[src/design/am_pkg.sv]
`timescale 1ns / 1ps
// shared types for the accumulator machine execute unit
// opcode and status codes, divider request and response bundles; no dependencies

package am_pkg;

  typedef enum logic [3:0] {
    OP_JUMP   = 4'd0,
    OP_JPNEG  = 4'd1,
    OP_JPZERO = 4'd2,
    OP_READ   = 4'd3,
    OP_WRITE  = 4'd4,
    OP_MOV    = 4'd5,
    OP_LOAD   = 4'd6,
    OP_STORE  = 4'd7,
    OP_ADD    = 4'd8,
    OP_SUB    = 4'd9,
    OP_MUL    = 4'd10,
    OP_DIV    = 4'd11,
    OP_REM    = 4'd12,
    OP_HALT   = 4'd13
  } opcode_e;

  typedef enum logic [1:0] {
    ST_OK         = 2'd0,
    ST_BAD_OP     = 2'd1,
    ST_DIV_ZERO   = 2'd2,
    ST_JUMP_RANGE = 2'd3
  } status_e;

  localparam int unsigned DataW = 32;

  typedef struct packed {
    logic             start;
    logic [DataW-1:0] dividend;
    logic [DataW-1:0] divisor;
  } div_req_t;

  typedef struct packed {
    logic             done;
    logic [DataW-1:0] quotient;
    logic [DataW-1:0] remainder;
  } div_rsp_t;

endpackage

[src/design/accumulator_machine_execute_unit.sv]
`timescale 1ns / 1ps
// execute unit of a small accumulator machine: accumulator, variable store, line counter
// depends on am_pkg and am_div
//
//  channel  direction  handshake                payload
//  in       input      in_valid_i / in_stall_o  opcode, operands, literal, read value
//  out      output     out_valid_o / out_stall_i next line, write value, acc, status, halt
//
// one instruction at a time: accept, store read, execute, result load;
// div and rem with a nonzero operand add a pass through the shared divider before result load.
// the variable store is a ram with one valid bit per slot, cleared at reset.
// a waiting result holds in the output register; the next item is taken meanwhile.

module accumulator_machine_execute_unit #(
  parameter int unsigned VARIABLES = 16,
  parameter int unsigned LINES     = 256
) (
  input  logic               clk_i,
  input  logic               rst_ni,
  input  logic               in_valid_i,
  output logic               in_stall_o,
  input  logic [3:0]         opcode_i,
  input  logic               var_valid_i,
  input  logic [3:0]         var_index_i,
  input  logic               src_is_var_i,
  input  logic [3:0]         src_index_i,
  input  logic signed [31:0] literal_i,
  input  logic signed [31:0] read_value_i,
  output logic               out_valid_o,
  input  logic               out_stall_i,
  output logic [7:0]         next_line_o,
  output logic               write_valid_o,
  output logic signed [31:0] write_value_o,
  output logic signed [31:0] acc_value_o,
  output logic [1:0]         status_o,
  output logic               halted_o
);
  import am_pkg::*;

  // only slots reachable by a 4-bit index get storage
  localparam int unsigned Slots = (VARIABLES < 16) ? VARIABLES : 16;
  localparam int unsigned AddrW = $clog2(Slots);
  localparam int unsigned LineW = (LINES > 2) ? $clog2(LINES) : 1;

  typedef enum logic [4:0] {
    S_IDLE   = 5'b00001,
    S_READ   = 5'b00010,
    S_EXEC   = 5'b00100,
    S_DIV    = 5'b01000,
    S_FINISH = 5'b10000
  } state_e;

  state_e state_q;

  logic [3:0]        op_q;
  logic              var_valid_q;
  logic [3:0]        vidx_q;
  logic              src_is_var_q;
  logic [3:0]        sidx_q;
  logic [DataW-1:0]  lit_q;
  logic [DataW-1:0]  rdv_q;

  logic [DataW-1:0]  mem [Slots];
  logic [Slots-1:0]  slot_ok_q;
  logic [DataW-1:0]  rd_a_q;
  logic [DataW-1:0]  rd_b_q;

  logic [DataW-1:0]  acc_q;
  logic [LineW-1:0]  line_q;

  logic              div_neg_q;
  logic              div_rem_q;

  logic [1:0]        res_status_q;
  logic              res_wvalid_q;
  logic [DataW-1:0]  res_wval_q;
  logic              res_halt_q;

  logic              out_valid_q;
  logic [7:0]        out_line_q;
  logic              out_wvalid_q;
  logic [DataW-1:0]  out_wval_q;
  logic [DataW-1:0]  out_acc_q;
  logic [1:0]        out_status_q;
  logic              out_halt_q;

  logic              in_xfer;
  logic              out_free;
  logic              a_in_range;
  logic              b_in_range;
  logic [DataW-1:0]  val_a;
  logic [DataW-1:0]  val_b;
  logic [DataW-1:0]  opnd;
  logic [LineW:0]    line_inc;
  logic [LineW-1:0]  nxt;
  logic              take;
  status_e           status;
  logic              we;
  logic [DataW-1:0]  wdata;
  logic              wvalid;
  logic [DataW-1:0]  wval;
  logic              halt;
  logic [DataW-1:0]  acc_new;
  logic              div_go;
  logic [DataW-1:0]  prod;
  logic [DataW-1:0]  div_res;
  div_req_t          div_req;
  div_rsp_t          div_rsp;

  assign in_stall_o = (state_q != S_IDLE);
  assign in_xfer    = in_valid_i && !in_stall_o;
  assign out_free   = !out_valid_q || !out_stall_i;

  assign a_in_range = (int'(vidx_q) < int'(VARIABLES));
  assign b_in_range = (int'(sidx_q) < int'(VARIABLES));
  assign val_a = (a_in_range && slot_ok_q[vidx_q[AddrW-1:0]]) ? rd_a_q : '0;
  assign val_b = (b_in_range && slot_ok_q[sidx_q[AddrW-1:0]]) ? rd_b_q : '0;
  assign opnd  = var_valid_q ? val_a : lit_q;
  assign prod  = acc_q * opnd;

  assign line_inc = {1'b0, line_q} + 1'b1;

  always_comb begin
    take    = 1'b0;
    status  = ST_OK;
    we      = 1'b0;
    wdata   = '0;
    wvalid  = 1'b0;
    wval    = '0;
    halt    = 1'b0;
    acc_new = acc_q;
    div_go  = 1'b0;
    nxt     = (32'(line_inc) >= 32'(LINES)) ? '0 : line_inc[LineW-1:0];
    case (opcode_e'(op_q))
      OP_JUMP:   take = 1'b1;
      OP_JPNEG:  take = acc_q[DataW-1];
      OP_JPZERO: take = (acc_q == '0);
      OP_READ: begin
        we    = 1'b1;
        wdata = rdv_q;
      end
      OP_WRITE: begin
        wvalid = 1'b1;
        wval   = val_a;
      end
      OP_MOV: begin
        we    = 1'b1;
        wdata = src_is_var_q ? val_b : lit_q;
      end
      OP_LOAD:  acc_new = val_a;
      OP_STORE: begin
        we    = 1'b1;
        wdata = acc_q;
      end
      OP_ADD: acc_new = acc_q + opnd;
      OP_SUB: acc_new = acc_q - opnd;
      OP_MUL: acc_new = prod;
      OP_DIV, OP_REM: begin
        if (opnd == '0) begin
          status = ST_DIV_ZERO;
        end else begin
          div_go = 1'b1;
        end
      end
      OP_HALT: halt = 1'b1;
      default: status = ST_BAD_OP;
    endcase
    if (take) begin
      if (lit_q[DataW-1] || (lit_q >= 32'(LINES))) begin
        status = ST_JUMP_RANGE;
      end else begin
        nxt = lit_q[LineW-1:0];
      end
    end
  end

  assign div_req.start    = (state_q == S_EXEC) && div_go;
  assign div_req.dividend = acc_q[DataW-1] ? (~acc_q + 1'b1) : acc_q;
  assign div_req.divisor  = opnd[DataW-1] ? (~opnd + 1'b1) : opnd;

  am_div u_div (
    .clk_i  (clk_i),
    .rst_ni (rst_ni),
    .req_i  (div_req),
    .rsp_o  (div_rsp)
  );

  always_comb begin
    if (div_rem_q) begin
      div_res = div_neg_q ? (~div_rsp.remainder + 1'b1) : div_rsp.remainder;
    end else begin
      div_res = div_neg_q ? (~div_rsp.quotient + 1'b1) : div_rsp.quotient;
    end
  end

  // store ram: write at execute, both operand reads registered
  always_ff @(posedge clk_i) begin
    if (state_q == S_READ) begin
      rd_a_q <= mem[vidx_q[AddrW-1:0]];
      rd_b_q <= mem[sidx_q[AddrW-1:0]];
    end
    if ((state_q == S_EXEC) && we && (status == ST_OK) && a_in_range) begin
      mem[vidx_q[AddrW-1:0]] <= wdata;
    end
  end

  always_ff @(posedge clk_i) begin
    if (in_xfer) begin
      op_q         <= opcode_i;
      var_valid_q  <= var_valid_i;
      vidx_q       <= var_index_i;
      src_is_var_q <= src_is_var_i;
      sidx_q       <= src_index_i;
      lit_q        <= literal_i;
      rdv_q        <= read_value_i;
    end
    if (state_q == S_EXEC) begin
      res_status_q <= status;
      res_wvalid_q <= wvalid;
      res_wval_q   <= wval;
      res_halt_q   <= halt;
      div_rem_q    <= (opcode_e'(op_q) == OP_REM);
      div_neg_q    <= (opcode_e'(op_q) == OP_REM) ? acc_q[DataW-1]
                                                  : (acc_q[DataW-1] ^ opnd[DataW-1]);
    end
    if ((state_q == S_FINISH) && out_free) begin
      out_line_q   <= 8'(line_q);
      out_wvalid_q <= res_wvalid_q;
      out_wval_q   <= res_wval_q;
      out_acc_q    <= acc_q;
      out_status_q <= res_status_q;
      out_halt_q   <= res_halt_q;
    end
  end

  always_ff @(posedge clk_i or negedge rst_ni) begin
    if (!rst_ni) begin
      state_q     <= S_IDLE;
      acc_q       <= '0;
      line_q      <= '0;
      slot_ok_q   <= '0;
      out_valid_q <= 1'b0;
    end else begin
      if ((state_q == S_FINISH) && out_free) begin
        out_valid_q <= 1'b1;
      end else if (out_valid_q && !out_stall_i) begin
        out_valid_q <= 1'b0;
      end
      case (state_q)
        S_IDLE: begin
          if (in_xfer) begin
            state_q <= S_READ;
          end
        end
        S_READ: state_q <= S_EXEC;
        S_EXEC: begin
          if (status == ST_OK) begin
            acc_q  <= acc_new;
            line_q <= nxt;
            if (we && a_in_range) begin
              slot_ok_q[vidx_q[AddrW-1:0]] <= 1'b1;
            end
          end
          state_q <= div_go ? S_DIV : S_FINISH;
        end
        S_DIV: begin
          if (div_rsp.done) begin
            acc_q   <= div_res;
            state_q <= S_FINISH;
          end
        end
        S_FINISH: begin
          if (out_free) begin
            state_q <= S_IDLE;
          end
        end
        default: state_q <= S_IDLE;
      endcase
    end
  end

  assign out_valid_o   = out_valid_q;
  assign next_line_o   = out_line_q;
  assign write_valid_o = out_wvalid_q;
  assign write_value_o = out_wval_q;
  assign acc_value_o   = out_acc_q;
  assign status_o      = out_status_q;
  assign halted_o      = out_halt_q;

endmodule

[src/design/am_div.sv]
`timescale 1ns / 1ps
// unsigned restoring divider, one quotient bit per cycle
// depends on am_pkg for the request and response bundles

module am_div (
  input  logic            clk_i,
  input  logic            rst_ni,
  input  am_pkg::div_req_t req_i,
  output am_pkg::div_rsp_t rsp_o
);
  import am_pkg::*;

  localparam int unsigned CntW = $clog2(DataW);

  logic             busy_q;
  logic             done_q;
  logic [CntW-1:0]  count_q;
  logic [DataW-1:0] rem_q;
  logic [DataW-1:0] quo_q;
  logic [DataW-1:0] dvs_q;

  logic [DataW:0]   shifted;
  logic [DataW:0]   diff;
  logic             fits;
  logic             last;

  assign shifted = {rem_q, quo_q[DataW-1]};
  assign diff    = shifted - {1'b0, dvs_q};
  assign fits    = !diff[DataW];
  assign last    = busy_q && !req_i.start && (count_q == CntW'(DataW - 1));

  always_ff @(posedge clk_i or negedge rst_ni) begin
    if (!rst_ni) begin
      busy_q  <= 1'b0;
      done_q  <= 1'b0;
      count_q <= '0;
    end else begin
      done_q <= last;
      if (req_i.start) begin
        busy_q  <= 1'b1;
        count_q <= '0;
      end else if (busy_q) begin
        count_q <= count_q + 1'b1;
        if (last) begin
          busy_q <= 1'b0;
        end
      end
    end
  end

  always_ff @(posedge clk_i) begin
    if (req_i.start) begin
      rem_q <= '0;
      quo_q <= req_i.dividend;
      dvs_q <= req_i.divisor;
    end else if (busy_q) begin
      rem_q <= fits ? diff[DataW-1:0] : shifted[DataW-1:0];
      quo_q <= {quo_q[DataW-2:0], fits};
    end
  end

  assign rsp_o.done      = done_q;
  assign rsp_o.quotient  = quo_q;
  assign rsp_o.remainder = rem_q;

endmodule
[config.mk]
export PLATFORM = sky130hd
export DESIGN_NAME = accumulator_machine_execute_unit
export DESIGN_NICKNAME = d
export VERILOG_FILES = /design/src/design/am_pkg.sv /design/src/design/accumulator_machine_execute_unit.sv /design/src/design/am_div.sv
export SDC_FILE = /design/constraint.sdc
export NUM_CORES = 2
export LEC_CHECK = 0
export BUFFER_PORTS_ARGS = -buffer_cell sky130_fd_sc_hd__buf_4
export CORE_MARGIN = 2
export CORE_UTILIZATION = 60
export CTS_CLUSTER_DIAMETER = 30
export CTS_CLUSTER_SIZE = 20
export DETAILED_ROUTE_END_ITERATION = 6
export MAX_ROUTING_LAYER = met4
export PLACE_DENSITY = 0.87
export SYNTH_ARGS = -nofsm -noshare
export SYNTH_HDL_FRONTEND = slang
export SYNTH_HIERARCHICAL = 1
export SYNTH_SLANG_ARGS = --single-unit
[constraint.sdc]
create_clock -name clk_i -period 10.38 [get_ports clk_i]
set_input_delay 2.076 -clock clk_i [delete_from_list [all_inputs] [get_ports clk_i]]
set_output_delay 2.076 -clock clk_i [all_outputs]
set_load 0.01 [all_outputs]
Yosys cells after proc, flatten, opt, wreduce, memory -nomap -nowiden
Memories as Yosys holds them, arrays and structs flattened. A register that Yosys moved wholly into a read port is not among the register bits.
Cells that the tools add are included.
{ "totals": {"register_bits": 357, "mem_bits_rw": 512, "mem_count": 1} }
{ "classes": {"n_addsub": 9, "mul": 1, "order_cmp": 5, "eq_ne": 25, "mux": 51, "bitwise_logic": 6, "n_reduce_logical": 30} }
{ "mem_list": {"columns": ["name", "depth", "width", "rd", "rd_ports_with_merged_regs", "wr", "line_no", "rtl"], "rows": [
  ["mem", 16, 32, 2, 2, 1, "accumulator_machine_execute_unit.sv:63", "logic [DataW-1:0] mem [Slots];"]
]} }
{ "op_table": {"columns": ["cell", "count"], "rows": [
  ["$mux 32", 13],
  ["$add 32x1->32 const B", 4],
  ["$not 32->32", 4],
  ["$pmux 32 s4", 1],
  ["$pmux 32 s3", 1],
  ["$logic_not 32->1", 2],
  ["$pmux 32 s2", 1],
  ["$sub 33x32->33", 1],
  ["$add 32x32->32", 1],
  ["$ge 32x9->1 const B", 1],
  ["$mul 32x32->32", 1],
  ["$sub 32x32->32", 1],
  ["$mux 31", 1],
  ["$mux 5", 6],
  ["$pmux 5 s5", 1],
  ["$eq 4x4->1 const B", 6],
  ["$mux 8", 3],
  ["$eq 4x3->1 const B", 4],
  ["$mux 1", 16],
  ["$or 16x16->16", 1],
  ["$reduce_or 12->1", 1],
  ["$eq 5x5->1 const B", 2],
  ["$lt 4x5->1 const B", 2],
  ["$ne 5x1->1 const B", 2],
  ["other kinds (29)", 51]
]} }

Logic depth before layout (Yosys ltp)
{ "depth": {"word_depth": 14, "ltp_mapped": 37, "ltp_nobuf": 33} }

Modules after synthesis
Netlist, hierarchy kept.
{ "by_module_without_submodules": {"columns": ["module", "instances", "cells_each", "area_each_um2", "seq_area_each_um2"], "rows": [
  ["accumulator_machine_execute_unit", 1, 4422, 56818.2, 24614.9],
  ["am_div", 1, 603, 5984.5, 2737.6]
]} }

Least setup slack after synthesis
OpenSTA, ideal clock, no wires.
{ "synth_path": {"path_type": "register to register", "startpoint": "register var_valid_q", "endpoint": "register acc_q[31]", "setup_time_ps": 82, "t_arrival_ps": 9031, "required_ps": 10298, "setup_slack_ps": 1267, "path_stages_with_launch": 35, "path_buffers": 6, "synth_period_minus_slack_ps": 9113, "path_cell_list": "edfxtp_1 clkbuf_1 buf_1 clkbuf_1 clkbuf_1 nand4_1 o21ai_0 clkbuf_1 clkbuf_1 and2_1 fa_1 fa_1 fa_1 inv_1 fa_1 inv_1 fa_1 inv_1 fa_1 inv_1 fa_1 fa_1 ha_1 a21o_1 a21o_1 a21oi_1 o21ai_0 a21o_1 a221oi_1 o21ai_0 a31oi_1 o21ai_0 or2_2 mux2_1 a31oi_1"} }
{ "synth_between": {"elab_chain_cells": 9, "elab_cells_between_ends": 15, "classes_between": "add/sub (2); mul (1); eq/ne (1); mux (8); reduce/logical (3)"} }
{ "synth_rtl": {"columns": ["item", "line_no", "rtl"], "rows": [
  ["start, declared", "accumulator_machine_execute_unit.sv:56", "logic var_valid_q;"],
  ["start signal, assigned", "accumulator_machine_execute_unit.sv:210", "var_valid_q <= var_valid_i;"],
  ["$mux 32 *", "accumulator_machine_execute_unit.sv:118", "assign opnd = var_valid_q ? val_a : lit_q;"],
  ["parallel branches: the longest is 8 deep, another holds $mul 32x32->32", null, null],
  ["end signal, assigned", "accumulator_machine_execute_unit.sv:258", "acc_q <= acc_new;"],
  ["end signal, assigned", "accumulator_machine_execute_unit.sv:268", "acc_q <= div_res;"],
  ["end, declared", "accumulator_machine_execute_unit.sv:68", "logic [DataW-1:0] acc_q;"]
]} }
Every way passes the cells marked *. The select of a mux whose other input is x is not followed.
A chain may end at the register's enable or synchronous reset.

Final worst setup path
{ "layout_path": {"startpoint": "register vidx_q[2]", "endpoint": "register acc_q[31]"} }
{ "layout_between": {"elab_chain_cells": 12, "elab_cells_between_ends": 18, "classes_between": "add/sub (2); mul (1); eq/ne (1); mux (11); reduce/logical (3)"} }
{ "layout_rtl": {"columns": ["item", "line_no", "rtl"], "rows": [
  ["start, declared", "accumulator_machine_execute_unit.sv:57", "logic [3:0] vidx_q;"],
  ["start signal, assigned", "accumulator_machine_execute_unit.sv:211", "vidx_q <= var_index_i;"],
  ["$bmux 1 s4 *", "accumulator_machine_execute_unit.sv:116", "assign val_a = (a_in_range && slot_ok_q[vidx_q[AddrW-1:0]]) ? rd_a_q : '0;"],
  ["$mux 1 (not written as such) *", "accumulator_machine_execute_unit.sv:116", null],
  ["$mux 32 *", "accumulator_machine_execute_unit.sv:116", null],
  ["parallel branches: the longest is 9 deep, another holds $mul 32x32->32", null, null]
]} }
Marks and branches as above.

==> reports/metrics.cfg <==
[critical_path]
worst_ep_arrival_time_ns = 10.58
reg2reg_from = vidx_q[2]$_DFFE_PP_
rrSetupSlack_ns = 0.49
cp_slowest_cell = fa_1
critPathCaptureType = flop
crit_required_ns = 11.07
crit_fanout = 21
cpMostUsedCell = fa_1
critical_path.max_stage_delay_ns = 0.56
path_class = flop to flop
critPathLaunchType = flop
rr_worst_depth = 32
rr_endpoint = acc_q[31]$_DFFE_PN0P_

[drt]
via_count = 48624
wl_per_cell_um = 35.1
vias_per_cell = 7.17
drt_iter0_markers = 9264
ant_nets = 0
wl_um = 238000
drt_first_pass_iters = 7
drc_errors = 43

[synth]
synthSimpleGateAreaFrac = 0.106
postSynthRegisterBits = 933
muxShareOfSynthArea = 0.126
synth_warnings = 6
yosys.area_share.adder = 0.170
syn-cell-area_um2 = 62800
yosysMostFrequentCell = edfxtp_1
synth_flop_cell = edfxtp_1
async_reset_ff_frac = 0.0740
synth.avg_cell_area_um2 = 12.5
synthXorXnorAreaFrac = 0.0348
synth_compound_area_frac = 0.0801
synth_top_family_by_area = adder cells
synth_edf_count = 832
ys_seq_area_frac = 0.436
synth_area_leaders = edfxtp_1 (40%), fa_1 (13%), mux4_2 (12%), ha_1 (3.9%), and2_1 (3.2%)
synth_top_area_share = 0.398
synth_largest_area_cell = edfxtp_1
syn_nets = 5712
syn_inst = 5025
synth_cell_types = 97
synth_common_cells = edfxtp_1 (832), inv_1 (485), nand2_1 (440)

[run]
cap_violations = 0

[global_routing]
grt_overflow = 0
grt_pass1_wl_um = 340000
first_global_vias = 48948
grt_max_degree = 133
antenna_found_initial = 33
grtUsageTotal = 0.459

[cells_and_area]
drive_gt1_frac = 0.197
postLayoutCellArea_um2 = 72200
regArea_um2 = 27400
fin_nets = 5903
multi_input_area_um2 = 32700
areaGrowthSynthToFinish_pct = 15.0
n_fill_cell = 6535

[floorplan]
dieArea_um2 = 107000
coreArea_um2 = 104000
io_pins = 160
die_y_um = 328
fp.dieW_um = 328
initial_core_util = 0.606
rows = 118

[run_status]
violations = DRC
status = finished, violations left

[timing]
worst_pin_slew_ns = 1.38
fmax_mhz = 101
period_needed_ns = 9.89
hold_violations = 0
rsz0062_at_grt = no
final_max_slew_viol_count = 0
skew_ns = 0.116
fin_tns_setup_ns = 0
slew_headroom = 0.0690
report.final.setup_viol = 0
fin_crit_sh = 0.952

[clock_network]
cts.clk_slew.worst_paths_ns = 0.05
htree_levels = 4
cts_max_path_buffers = 3
clk_latency_ns = 0.88
cts_tree = done
root_buffer = clkbuf_16
cts_buffers = 168
cts_num_sinks = 933

[placed_design]
place_congestion = 1.10
dp_hpwl_um = 147000
portBuffers = 159
place_area_um2 = 66100

[min_path]
whs_path_depth = 0
hp-class = flop to flop
hp-start = res_wval_q[16]$_SDFFCE_PN0N_
min_to = write_value_o[16]$_DFFE_PP_

==> repair_timing <==
action,in CTS,in global routing
buffers inserted,0,4
endpoints found under the setup margin,0,4
hold buffers,0,0
gates resized for setup,0,1
==> stage by stage <==
stage | hold WS, ns | utilization | setup WS, ns | std cells
2_1_floorplan | 0.400 | - | 1.27 | 5025
3_3_place_gp | 0.403 | 0.638 | 0.485 | 6422
3_5_place_dp | 0.405 | 0.638 | 0.367 | 6422
4_1_cts | 0.415 | 0.696 | 0.185 | 6739
5_1_grt | 0.419 | 0.697 | 0.103 | 6775
6_report | 0.413 | 0.697 | 0.495 | 6779
==> metal layers <==
metal | GRT usage | vias to the layer above | routed length [um]
met4 | 0.340 | 0 | 23800
met3 | 0.177 | 1564 | 37400
met2 | 0.659 | 4941 | 104000
met1 | 0.524 | 23557 | 72400
met5 | - | - | 0
li1 | - | 18562 | -
==> layout by cell type, fill, tap and decap left out, types with 163 or more instances in the layout <==
cell type    n
nand2_1    439
inv_1      485
clkbuf_16  168
mux4_2     327
xnor2_1    163
nor2_1     183
and2_1     318
buf_4      331
ha_1       195
fa_1       410
edfxtp_1   832
o21ai_0    195
==> area by class of cell <==
type	count	share of cell area
clock inverter	121	0.0226
clock buffer	196	0.0605
inverter	486	0.0253
tap	1380	0.0239
timing repair buffer	334	0.0352
multi-input combinational	3293	0.453
antenna	36	0.00125
sequential	933	0.379
==> worst max-delay path: cells and delay by family, from the launching register on <==
family / cells / cell delay, ns
mux: 1 / 0.30
flops: 1 / 0.50
simple gates: 3 / 0.73
fa+ha+maj: 9 / 4.33
compound gates: 13 / 2.97
buf+inv: 6 / 0.90
==> worst max-delay path by stage <==
stage                           from                    end  slack, ns  cells after the start
6_report         vidx_q[2]$_DFFE_PP_  acc_q[31]$_DFFE_PN0P_       0.49                     32
5_1_grt          vidx_q[0]$_DFFE_PP_  acc_q[31]$_DFFE_PN0P_       0.10                     36
4_1_cts          vidx_q[0]$_DFFE_PP_  acc_q[31]$_DFFE_PN0P_       0.18                     30
3_5_place_dp     vidx_q[0]$_DFFE_PP_  acc_q[31]$_DFFE_PN0P_       0.37                     30
3_3_place_gp     vidx_q[0]$_DFFE_PP_  acc_q[31]$_DFFE_PN0P_       0.48                     30
2_1_floorplan  var_valid_q$_DFFE_PP_  acc_q[31]$_DFFE_PN0P_       1.27                     34
==> logic make-up after synthesis <==
group | count (synthesis)
adders and majority gates | 605
buffers and inverters | 799
muxes | 377
AOI/OAI and AO/OA | 757
and+or+nand+nor | 1310
xor gates and xnor gates | 244
DFF | 933
==> flip-flops by register name, summed over array words and instances, names as in the netlist, 2 cells and up <==
signal and count:
mem 512, acc_q 32, acc_value_o 32, lit_q 32
rd_a_q 32, rd_b_q 32, rdv_q 32, res_wval_q 32
u_div/dvs_q 32, u_div/quo_q 32, u_div/rem_q 32, write_value_o 32
slot_ok_q 16, line_q 8, next_line_o 8, state_q 5
u_div/count_q 5, op_q 4, sidx_q 4, vidx_q 4
res_status_q 2, status_o 2
Power is left out: the tool's default activity adds up to more than one toggle a clock period on the data nets, which glitch-free logic cannot reach.
